`config.mk`:
```
export PLATFORM = sky130hd
export DESIGN_NAME = utf8_stream_sanitizer
export DESIGN_NICKNAME = d
export VERILOG_FILES = /design/src/design/u8ss_pkg.sv /design/src/design/u8ss_fifo.sv /design/src/design/utf8_stream_sanitizer.sv
export SDC_FILE = /design/constraint.sdc
export NUM_CORES = 1
export LEC_CHECK = 0
export BUFFER_PORTS_ARGS = -buffer_cell sky130_fd_sc_hd__buf_2
export CAP_MARGIN = 5
export CORE_MARGIN = 2
export CORE_UTILIZATION = 40
export DETAILED_ROUTE_END_ITERATION = 12
export SYNTH_ARGS = -nofsm -noshare
export SYNTH_HDL_FRONTEND = slang
export SYNTH_SLANG_ARGS = --single-unit
```
`constraint.sdc`:
```
create_clock -name clk -period 2.61 [get_ports clk]
set_input_delay 0.3915 -clock clk [delete_from_list [all_inputs] [get_ports clk]]
set_output_delay 0.3915 -clock clk [all_outputs]
set_load 0.01 [all_outputs]
```
`src/design/u8ss_pkg.sv`:
```
// Shared constants and types for the UTF-8 stream sanitizer.
package u8ss_pkg;

    // Byte classes
    localparam logic [7:0] ContMask   = 8'hC0;
    localparam logic [7:0] ContCode   = 8'h80;
    localparam logic [7:0] Lead2Mask  = 8'hE0;
    localparam logic [7:0] Lead2Code  = 8'hC0;
    localparam logic [7:0] Lead3Mask  = 8'hF0;
    localparam logic [7:0] Lead3Code  = 8'hE0;
    localparam logic [7:0] NulByte    = 8'h00;

    // Sequence lengths held in expected_length
    localparam logic [1:0] LenNone    = 2'd0;
    localparam logic [1:0] LenTwo     = 2'd2;
    localparam logic [1:0] LenThree   = 2'd3;

    // Output queue geometry
    localparam int MaxResults = 3;
    localparam int FifoDepth  = 8;
    localparam int PtrW       = $clog2(FifoDepth);
    localparam int CntW       = $clog2(FifoDepth + 1);
    localparam int PushW      = $clog2(MaxResults + 1);

    // One queued output word
    typedef struct packed {
        logic [7:0] data;
        logic       last;
    } u8ss_word_t;

endpackage

```
`src/design/u8ss_fifo.sv`:
```
// Output queue: takes up to three words per cycle, hands out one per cycle while out_ready is high.
module u8ss_fifo
    import u8ss_pkg::*;
(
    input  logic                 clk,
    input  logic                 rst_n,
    input  logic [PushW-1:0]     push_count,
    input  u8ss_word_t           push_words [MaxResults],
    output logic                 room,
    output logic                 out_valid,
    input  logic                 out_ready,
    output u8ss_word_t           head_word
);

    u8ss_word_t       mem_reg [FifoDepth];
    logic [PtrW-1:0]  wr_ptr_reg;
    logic [PtrW-1:0]  wr_ptr_next;
    logic [PtrW-1:0]  rd_ptr_reg;
    logic [PtrW-1:0]  rd_ptr_next;
    logic [CntW-1:0]  count_reg;
    logic [CntW-1:0]  count_next;
    logic             pop;

    // Accept a new input only when a full burst fits
    assign room      = (count_reg <= CntW'(FifoDepth - MaxResults));
    assign out_valid = (count_reg != '0);
    assign head_word = mem_reg[rd_ptr_reg];
    assign pop       = out_valid && out_ready;

    // Advance pointers and occupancy
    always_comb
    begin
        wr_ptr_next = PtrW'(wr_ptr_reg + PtrW'(push_count));
        rd_ptr_next = pop ? PtrW'(rd_ptr_reg + PtrW'(1)) : rd_ptr_reg;
        count_next  = CntW'(count_reg + CntW'(push_count) - CntW'(pop));
    end

    always_ff @(posedge clk or negedge rst_n)
    begin
        if (!rst_n)
        begin
            wr_ptr_reg <= '0;
            rd_ptr_reg <= '0;
            count_reg  <= '0;
        end
        else
        begin
            wr_ptr_reg <= wr_ptr_next;
            rd_ptr_reg <= rd_ptr_next;
            count_reg  <= count_next;
        end
    end

    // Write the pushed words at consecutive slots
    always_ff @(posedge clk)
    begin
        for (int i = 0; i < MaxResults; i++)
        begin
            if (PushW'(i) < push_count)
            begin
                mem_reg[PtrW'(wr_ptr_reg + PtrW'(i))] <= push_words[i];
            end
        end
    end

endmodule

```
`src/design/utf8_stream_sanitizer.sv`:
```
// Top level of the UTF-8 stream sanitizer: byte classifier, pending sequence and output queue.
// A kept byte is written into the output queue registers when the word that completes it is accepted.
// Throughput: one input word per cycle while in_ready is high; the output drains one word
// per cycle while out_ready is high, from an eight-entry output queue.
// in_ready drops while the queue could not take a full three-word burst.
// Reset clears the pending sequence and empties the queue.
module utf8_stream_sanitizer
    import u8ss_pkg::*;
(
    input  logic       clk,
    input  logic       rst_n,
    input  logic       in_valid,
    output logic       in_ready,
    input  logic [7:0] in_byte,
    input  logic       end_of_buffer,
    output logic       out_valid,
    input  logic       out_ready,
    output logic [7:0] out_byte,
    output logic       run_last
);

    logic [7:0]       held_lead_reg;
    logic [7:0]       held_lead_next;
    logic [7:0]       held_second_reg;
    logic [7:0]       held_second_next;
    logic [1:0]       expected_length_reg;
    logic [1:0]       expected_length_next;
    logic [1:0]       bytes_collected_reg;
    logic [1:0]       bytes_collected_next;

    logic             accept;
    logic             pending;
    logic             is_cont;
    logic [PushW-1:0] emit_count;
    logic [PushW-1:0] push_count;
    logic [7:0]       emit_byte [MaxResults];
    u8ss_word_t       push_words [MaxResults];
    logic             room;
    u8ss_word_t       head_word;

    assign in_ready = room;
    assign accept   = in_valid && room;
    assign pending  = (expected_length_reg == LenTwo) || (expected_length_reg == LenThree);
    assign is_cont  = ((in_byte & ContMask) == ContCode);

    // Classify the incoming word and update the pending sequence
    always_comb
    begin
        held_lead_next       = held_lead_reg;
        held_second_next     = held_second_reg;
        expected_length_next = expected_length_reg;
        bytes_collected_next = bytes_collected_reg;
        emit_count           = '0;
        emit_byte[0]         = held_lead_reg;
        emit_byte[1]         = in_byte;
        emit_byte[2]         = in_byte;

        if (pending && is_cont)
        begin
            if (expected_length_reg == LenTwo)
            begin
                emit_count           = PushW'(2);
                held_lead_next       = '0;
                held_second_next     = '0;
                expected_length_next = LenNone;
                bytes_collected_next = 2'd0;
            end
            else if (bytes_collected_reg < 2'd2)
            begin
                held_second_next     = in_byte;
                bytes_collected_next = 2'd2;
            end
            else
            begin
                emit_count           = PushW'(3);
                emit_byte[1]         = held_second_reg;
                held_lead_next       = '0;
                held_second_next     = '0;
                expected_length_next = LenNone;
                bytes_collected_next = 2'd0;
            end
        end
        else
        begin
            // Drop whatever was held, then take the word afresh
            held_lead_next       = '0;
            held_second_next     = '0;
            expected_length_next = LenNone;
            bytes_collected_next = 2'd0;
            if (in_byte < ContCode)
            begin
                if (in_byte != NulByte)
                begin
                    emit_count   = PushW'(1);
                    emit_byte[0] = in_byte;
                end
            end
            else if ((in_byte & Lead2Mask) == Lead2Code)
            begin
                held_lead_next       = in_byte;
                expected_length_next = LenTwo;
                bytes_collected_next = 2'd1;
            end
            else if ((in_byte & Lead3Mask) == Lead3Code)
            begin
                held_lead_next       = in_byte;
                expected_length_next = LenThree;
                bytes_collected_next = 2'd1;
            end
        end

        // Drop a sequence left open at the end of the buffer
        if (end_of_buffer)
        begin
            held_lead_next       = '0;
            held_second_next     = '0;
            expected_length_next = LenNone;
            bytes_collected_next = 2'd0;
        end
    end

    // Build the queued words, marking the final one
    always_comb
    begin
        push_count = accept ? emit_count : '0;
        for (int i = 0; i < MaxResults; i++)
        begin
            push_words[i].data = emit_byte[i];
            push_words[i].last = (PushW'(i + 1) == emit_count);
        end
    end

    always_ff @(posedge clk or negedge rst_n)
    begin
        if (!rst_n)
        begin
            held_lead_reg       <= '0;
            held_second_reg     <= '0;
            expected_length_reg <= LenNone;
            bytes_collected_reg <= 2'd0;
        end
        else if (accept)
        begin
            held_lead_reg       <= held_lead_next;
            held_second_reg     <= held_second_next;
            expected_length_reg <= expected_length_next;
            bytes_collected_reg <= bytes_collected_next;
        end
    end

    u8ss_fifo u_fifo (
        .clk        (clk),
        .rst_n      (rst_n),
        .push_count (push_count),
        .push_words (push_words),
        .room       (room),
        .out_valid  (out_valid),
        .out_ready  (out_ready),
        .head_word  (head_word)
    );

    assign out_byte = head_word.data;
    assign run_last = head_word.last;

endmodule
```
# Word-level counts from Yosys, hierarchy flattened
# Memories as Yosys holds them, arrays and structs flattened.
# Index checks and enable logic that the tools add are counted.
dict set report totals {
  mem_count 1
  inputBits 13
  ramBits 72
  output_inout_bits 11
  word_cells 79
  regBits 30
}
# memory words width read_ports rd_ports_with_merged_regs write_ports line_no
set mem_list {}
lappend mem_list {u_fifo.mem_reg 8 9 1 0 3 u8ss_fifo.sv:15} ;# u8ss_word_t mem_reg [FifoDepth];
dict set report classes {
  order_cmp 6
  add_sub_neg 6
  reduce_logical 7
  n_mux 43
  n_eq_ne 9
}
# cell count
set op_table {}
lappend op_table {{$mux W8} 17}
lappend op_table {{$mux W2} 15}
lappend op_table {{$mux W1} 11}
lappend op_table {{$lt A8 B8 Y1 const B} 1}
lappend op_table {{$reduce_bool A8 Y1} 1}
lappend op_table {{$add A3 B1 Y3 const B} 2}
lappend op_table {{$eq A2 B2 Y1 const B} 3}
lappend op_table {{$add A4 B2 Y4} 1}
lappend op_table {{$eq A2 B2 Y1 const A} 2}
lappend op_table {{$eq A4 B4 Y1 const B} 1}
lappend op_table {{$le A4 B3 Y1 const B} 1}
lappend op_table {{$lt A1 B2 Y1 const A} 2}
lappend op_table {{$ne A4 B4 Y1 const B} 1}
lappend op_table {{$reduce_bool A4 Y1} 1}
lappend op_table {{$sub A4 B1 Y4} 1}
lappend op_table {{$add A3 B2 Y3} 1}
lappend op_table {{$add A3 B2 Y3 const B} 1}
lappend op_table {{$eq A3 B3 Y1 const B} 1}
lappend op_table {{$logic_and A1 B1 Y1} 3}
lappend op_table {{$eq A1 B2 Y1 const A} 1}
lappend op_table {{$lt A2 B2 Y1 const A} 1}
lappend op_table {{$lt A2 B2 Y1 const B} 1}
lappend op_table {{$reduce_and A2 Y1} 1}
lappend op_table {{$logic_or A1 B1 Y1} 1}

# Logic depth before layout (Yosys ltp)
# Gate-level depths: netlist (run 1).
dict set report depth {
  word_depth 8
  depth_mapped 13
  mapped_depth_nobuf 11
}

# Cells and area by module
# Synthesis (run 1) repeated with hierarchy kept, for this count alone.
dict set report unflattened {
  hier_cells 689
  area_unflattened_um2 6781.5
}
# module n_inst area_each_um2 seq_area_each_um2 cells_each
set by_module_without_submodules {}
lappend by_module_without_submodules {u8ss_fifo 1 5723.0 2412.3 596}
lappend by_module_without_submodules {utf8_stream_sanitizer 1 1058.5 475.5 93}

# Least setup slack after synthesis (run 1)
# Ideal clock, no wire load.
dict set report synth_timing {
  path_kind {flip-flop to flip-flop}
  from {register u_fifo.count_reg[2]}
  to {memory u_fifo.mem_reg[6][0] (netlist bit), enable pin}
  t_required_ns 2.231
  slack_ns 0.115
  stages_incl_launch_ff 10
  n_path_buf 3
  synth_period_minus_slack_ns 2.495
  t_arrival_ns 2.117
  setup_time_ns 0.379
  cell_sequence {dfrtp_1 > ha_1 > a21boi_0 > and4_1 > buf_6 > inv_2 > buf_6 > or3_4 > buf_6 > o211ai_1}
}
# element line_no
set synth_lines {}
lappend synth_lines {{start: declaration} u8ss_fifo.sv:20} ;# logic [CntW-1:0] count_reg;
lappend synth_lines {{start signal: assignment} u8ss_fifo.sv:50} ;# count_reg <= count_next;
lappend synth_lines {{end: declaration} u8ss_fifo.sv:15}

# Worst setup path in the final report (run 1)
dict set report layout_timing {
  from {register u_fifo.rd_ptr_reg[0]}
  to {output port out_byte[0]}
}
dict set report layout_between {
  elab_chain_len 1
}
# element line_no
set layout_lines {}
lappend layout_lines {{start: declaration} u8ss_fifo.sv:18} ;# logic [PtrW-1:0] rd_ptr_reg;
lappend layout_lines {{start signal: assignment} u8ss_fifo.sv:49} ;# rd_ptr_reg <= rd_ptr_next;
lappend layout_lines {{$mem_v2 Z8 W9} n/a}
lappend layout_lines {{end: declaration} utf8_stream_sanitizer.sv:18} ;# output logic [7:0] out_byte,
# No other way between the ends.

==> metrics, run 1 <==
initial antenna violation count=0; Max Root-Sink Buffers=2; Largest stage delay, worst path=around 0.57 ns; Peak VDD IR=between 500 and 600 uV; global-route wire length before repair=~25000 um; Total Power=about 5400 uW; number of global-route vias before repair=4219; final worst slack=between 0.2 and 0.25 ns; Netlist Area Pre-Place=around 5900 sq um; kind of start point of the critical path=register; clk sinks=~100; register area share after synthesis=between 40% and 50%; DRC=0; IO buf count=23; CTS buffer count=9; postcts setup bufs=0; H-Tree Depth=3; CTS tree=built; pin count of the biggest net entering global routing=30; Primary FF master, synth=edfxtp_1; Root Driver=clkbuf_16; post-synthesis compound-gate area fraction=around 15%; CP max-delay cell=mux4_2; period utilization=slightly above 90%; Mapped Avg Cell Area=around 12 sq um; Std-Cell Rows=between 40 and 50; multi-input logic area=about 2800 sq um; flop2flop setup slack=0.23 ns; routed vias/inst=between 6 and 7; post-DP HPWL=10900 um; first-pass iteration count of the detailed router=5; Final Hold Fails=0; final WL=about 16000 um; most frequent cell after synthesis=edfxtp_1; crit path DAT=between 2 and 2.5 ns; clock slew at reported path FFs=roughly 0.07 ns; GRT Overall Usage=20.8%; area leader, netlist=edfxtp_1; initial core utilization=40.7%; Period minus WS final=approximately 2.4 ns; Slew HR=between 50% and 60%; fraction of synthesized area in multiplexers=around a fifth; syn_nets=between 500 and 600; grt total ovfl=0; antenna viol nets, final=0; Syn. warnings=0; #FFs+latches synth=about 100; final antenna diode count=0; die width=125 um; Max-Cap Viols=0; DR WL/cell=between 20 and 25 um; number of enable flip-flop cells after synthesis=72; most instantiated cells after synthesis=edfxtp_1 (72), mux2i_1 (52), nand2_1 (46); ys async rst share=28.7%; Post-Synth Simple-Gate Area=8.80%; final setup TNS=0 ns; Boundary Pins=24; Critical Path Sink Type=output pin; Core ar.=roughly 14000 sq um; post-synthesis adder-cell area fraction=2.80%; # resized after CTS=0; RSZ-0062 raised after global routing=no; Via Count=between 4000 and 5000; post-synthesis cell count=495; Syn-to-layout area delta=13.2%; Fmax=around 420 MHz; Synth Area in XOR/XNOR=~1.0%; # fillers=about 1300; DIE HEIGHT=about 130 um; max-slew violations=0; final core utilization=46.0%; main combinational cell family by area after synthesis=multiplexers; Starting DRT DRC Count=about 500; Final setup viols=0; gpl congestion=~0.85; Pleak=roughly 0.0028 uW; Crit Path Class=reg2out; Yosys top cell area share=36.7%; Fin Hold WS=0.0546 ns; Net count, final=558; Hold-fix buffers, CTS=0; clk_skew=just over 0.005 ns; Die ar.=15700 sq um; register area=2890 sq um; CP max FO=18; PwrDens=813 nW/um^2; status=finished clean; Place WS=~0.24 ns; share of cells above drive strength 1=between 20% and 30%; CP required=around 2.2 ns; path type of the worst min-delay path=in2async; post-synth cell types=47; synth top area cells=edfxtp_1 (37%), dfrtp_1 (12%), mux2i_1 (8.8%); max reg flops=72; CP Cell Sequence=buf_12 > mux4_2 > mux2_2 > buf_2; Worst-Margin Slew=~0.65 ns; clk_lat worst skew=0.35 ns
[cells in the final DEF (no fill, tap or decap), types with 2 or more instances in the layout]
master     Yosys  routed
mux2_2        18      18
o21ai_0       21      21
a211oi_1       2       2
buf_4          0      40
and2_1         2       2
edfxtp_1      72      72
nand2b_1       4       4
inv_1         17      17
o2111ai_1      4       4
mux2i_1       52      52
a2111oi_4      3       3
or3_1          3       3
buf_2         14      23
nand3_1       10      10
mux4_2        18      18
xor2_1         3       3
nand2_1       46      46
nor3_4         2       2
xnor2_1        4       4
a21oi_1       29      29
a21o_1        10      10
ha_1          10      10
nor2_1        34      34
a22o_1        16      16
o211ai_1      22      22
o211a_1        4       4
clkbuf_16      0       9
dfrtp_1       29      29
o21ai_1        4       4
fa_1           2       2
a21boi_0       2       2
clkinv_2       0       3
[kinds of logic (layout without fill, tap and decap cells)]
kind of cell	after synthesis	in the layout
adder cells (fa/ha/maj)	12	12
AO/OA/AOI/OAI	121	121
multiplexers	88	88
buffers and inverters	55	98
XOR/XNOR	7	7
AND/OR/NAND/NOR	111	111
flip-flops	101	101
[layer usage]
layer | routed length [um] | up-vias | part of all wire, % | GRT usage [%]
met1 | 6800 | 2177 | 43 | 27.7
met5 | 0 | - | 0 | 0
li1 | - | 1947 | - | -
met3 | 1090 | 46 | 6.8 | 4.11
met4 | 508 | 0 | 3.2 | 6.73
met2 | 7590 | 201 | 47 | 34.4
[per-stage QoR]
stage / std cells / instance area, sq um
global placement: 706 / 6380
finish: 722 / 6670
floorplan: 495 / 5890
global route: 722 / 6670
CTS: 722 / 6670
detailed placement: 706 / 6380
[where the power goes]
| part | total [uW] | switching (uW) | internal (uW) |
|---|---|---|---|
| Sequential | 2090 | 156 | 1930 |
| Combinational | 1990 | 1100 | 888 |
| Clock | 1340 | 601 | 739 |
[final timing paths]
path,startpoint,to,cells past startpoint
min in group clk,out_ready,u_fifo.rd_ptr_reg[2]$_DFFE_PN0P_,3
setup / recovery,u_fifo.rd_ptr_reg[0]$_DFFE_PN0P_,out_byte[0],4
hold / removal,rst_n,held_lead_reg[4]$_DFFE_PN0P_,1
setup reg to reg,u_fifo.count_reg[2]$_DFF_PN0_,u_fifo.count_reg[3]$_DFF_PN0_,10
max in group asynchronous,rst_n,u_fifo.wr_ptr_reg[2]$_DFF_PN0_,1
hold reg to reg,expected_length_reg[1]$_DFFE_PN0P_,expected_length_reg[1]$_DFFE_PN0P_,1
[final cells by class]
cell class | instances | area share, %
clock buffers | 9 | 3.38
multi-input cells | 339 | 41.3
well taps | 184 | 3.45
clock inverters | 7 | 0.976
inverters | 18 | 1.01
repair buffers | 64 | 6.53
flip-flops and latches | 101 | 43.3
[critical path: cells and delay by family, from the launching register on]
kind     cells  cell delay (ns)
mux          2             0.85
buf+inv      2             0.37
flops        1             0.43
No activity file was read; power rests on OpenSTA's default activity.
==> run 2, diff against run 1 <==
Settings changed: SYNTH_HIERARCHICAL set to 1.
==> run 2 against run 1 <==
Setup slack worse by 0.18 ns. Worst hold slack better by 0.0078 ns. Clock skew grew 0.0054 ns. Clock-buffer cell count is 1 higher. Sequential share of layout area shrank 7.6 points. Maximum frequency fell by 6.9%. Final area increased by 21%. Via count increased by 38%. Cell count increased by 29%. Total power is 37% higher.
==> metrics, run 2 <==
DR WL/cell=around 25 um; CTS buffer count=9; share of cells above drive strength 1=roughly a quarter; most instantiated cells after synthesis=nand2_1 (91), o21ai_0 (75), nor3_1 (73); syn_nets=714; most frequent cell after synthesis=nand2_1; Starting DRT DRC Count=about 690; commonest non-fill, non-tap cell in the layout=nand2_1; Root Driver=clkbuf_16; most frequent cells in the layout=nand2_1 (86), nor3_1 (73), edfxtp_1 (72); DIE HEIGHT=between 100 and 150 um; final core utilization=approximately 50%; clk sinks=101; Pleak=0.00283 uW; ys async rst share=roughly 29%; CP max FO=8; r2r endpoint=u_fifo/mem_reg[1][5]$_DFFE_PP_; max-slew violations=0; clock slew at reported path FFs=roughly 0.07 ns; synth top area cells=edfxtp_1 (32%), dfrtp_1 (11%), a31oi_1 (6.6%); gpl congestion=about 0.94; Via Count=6039; flop2flop setup slack=roughly 0.03 ns; post-DP HPWL=14900 um; Syn-to-layout area delta=19.3%; Netlist Area Pre-Place=between 6000 and 7000 sq um; Boundary Pins=24; multi-input logic area=~3700 sq um; CP required=2.68 ns; global-route wire length before repair=around 34000 um; RSZ-0062 raised after global routing=yes; antenna viol nets, final=0; Core ar.=around 17000 sq um; final WL=between 20000 and 25000 um; CP Buf/Inv Count=2; Worst-Margin Slew=between 0.8 and 0.9 ns; Max-Cap Viols=0; GRT met3 Usage=4.65%; die width=134 um; GRT Overall Usage=25.1%; Mapped Avg Cell Area=roughly 10 sq um; Largest stage delay, worst path=between 0.4 and 0.5 ns; initial core utilization=between 40% and 50%; initial antenna violation count=0; routed vias/inst=6.50; Syn. warnings=6; Fmax=between 300 and 400 MHz; Worst Reg2Reg Path Length in Cells=10; DRC=0; met2 Usage GRT=39.3%; Final setup viols=0; Crit Path Class=reg2reg; period utilization=98.8%; Slew HR=about 40%; post-synthesis cell count=around 700; Max Root-Sink Buffers=2; path type of the worst min-delay path=in2async; Top delay family on crit path=simple AND/OR/NAND/NOR gates; Yosys top cell area share=a little under a third; register area=about 2900 sq um; number of global-route vias before repair=around 5500; PwrDens=917 nW/um^2; CTS tree=built; Period minus WS final=approximately 2.6 ns; RR Startpoint=u_fifo/count_reg[3]$_DFF_PN0_; Die ar.=18000 sq um; CP Cell Sequence=inv_2 > ha_4 > nand2_2 > a22oi_2 > nand2_2 > nor3b_4 > buf_12 > or3b_4 > o22a_4 > nand2_4; area leader, netlist=edfxtp_1; crit-path most repeated cell=nand2_2; Hold-fix buffers, CTS=0; first-pass iteration count of the detailed router=5; Std-Cell Rows=between 40 and 50; Peak VDD IR=around 800 uV; max reg flops=roughly 70; final setup TNS=0 ns; pin count of the biggest net entering global routing=77; IO buf count=23; Net count, final=728; #FFs+latches synth=between 100 and 150; Primary FF master, synth=edfxtp_1; crit path DAT=roughly 2.7 ns; H-Tree Depth=3; # fillers=around 1500; register area share after synthesis=between 40% and 50%; GR peak layer=met2; grt total ovfl=0; kind of start point of the critical path=register; Critical Path Sink Type=register; clk_lat worst skew=~0.36 ns; met1 Use GR=a little over a third; CP max-delay cell=or3b_4; status=finished clean; number of enable flip-flop cells after synthesis=just over 70; post-synth cell types=61; clk_skew=roughly 0.011 ns; Final Hold Fails=0
run 2: metrics by stage:
| step | power (uW) | instance area, sq um | hold slack, ns | std cells | setup WS (ns) |
|---|---|---|---|---|---|
| floorplan | 4560 | 6870 | 0.0959 | 689 | -0.175 |
| global placement | 5520 | 7380 | 0.458 | 901 | -0.135 |
| detailed placement | 5590 | 7380 | 0.464 | 901 | -0.0819 |
| CTS | 7190 | 7760 | 0.0819 | 918 | -0.102 |
| global route | 7740 | 8090 | 0.110 | 928 | -0.0384 |
| finish | 7420 | 8090 | 0.0624 | 929 | 0.0302 |
run 2: timing repair:
item                       in CTS  in global routing
gates cloned                    1                  4
gates resized for setup         6                 50
setup endpoints to repair      69                108
pin swaps                       0                 11
buffers inserted                0                  6
run 2: worst register-to-register path, cell delays in order (launching register included):
cell     delay, ns
dfrtp_1       0.40
inv_2         0.09
ha_4          0.14
nand2_2       0.05
a22oi_2       0.15
nand2_2       0.13
nor3b_4       0.27
buf_12        0.17
or3b_4        0.44
o22a_4        0.32
nand2_4       0.12
run 2: worst max path at each step:
stage / from / to / slack (ns) / cells after the start
3_3_place_gp: u_fifo/count_reg[3]$_DFF_PN0_ / u_fifo/mem_reg[7][5]$_DFFE_PP_ / -0.14 / 10
3_5_place_dp: u_fifo/count_reg[3]$_DFF_PN0_ / u_fifo/mem_reg[7][4]$_DFFE_PP_ / -0.08 / 10
4_1_cts: u_fifo/count_reg[3]$_DFF_PN0_ / u_fifo/mem_reg[7][5]$_DFFE_PP_ / -0.10 / 10
5_1_grt: u_fifo/count_reg[3]$_DFF_PN0_ / u_fifo/mem_reg[1][8]$_DFFE_PP_ / -0.04 / 10
2_1_floorplan: u_fifo/count_reg[3]$_DFF_PN0_ / u_fifo/mem_reg[5][0]$_DFFE_PP_ / -0.17 / 12
6_report: u_fifo/count_reg[3]$_DFF_PN0_ / u_fifo/mem_reg[1][5]$_DFFE_PP_ / 0.03 / 10
run 2: power breakdown:
part           switching [uW]  total (uW)  internal, uW
combinational            2400        3710          1310
clock                     636        1580           949
sequential                190        2130          1940
run 2: logic make-up after synthesis:
group | count (synthesis) | synth area share [%]
adders and majority gates | 13 | 2.58
buffers and inverters | 106 | 7.27
DFF | 101 | 42.6
AOI/OAI and AO/OA | 190 | 18.2
xor gates and xnor gates | 7 | 0.904
muxes | 35 | 9.24
and+or+nand+nor | 237 | 19.3
run 2: cell type report:
type	count	share of cell area, %
antenna	1	0.0309
clock buffer	10	2.83
clock inverter	6	1.44
sequential	101	35.7
multi-input combinational	484	46.2
tap	220	3.40
inverter	23	1.19
timing repair buffer	84	9.26
run 2: routing by layer:
| layer | share of wire, % | vias to the layer above |
|---|---|---|
| met5 | 0 | - |
| met4 | 3.3 | 0 |
| met3 | 9.9 | 64 |
| met2 | 46 | 362 |
| met1 | 41 | 2957 |
| li1 | - | 2656 |
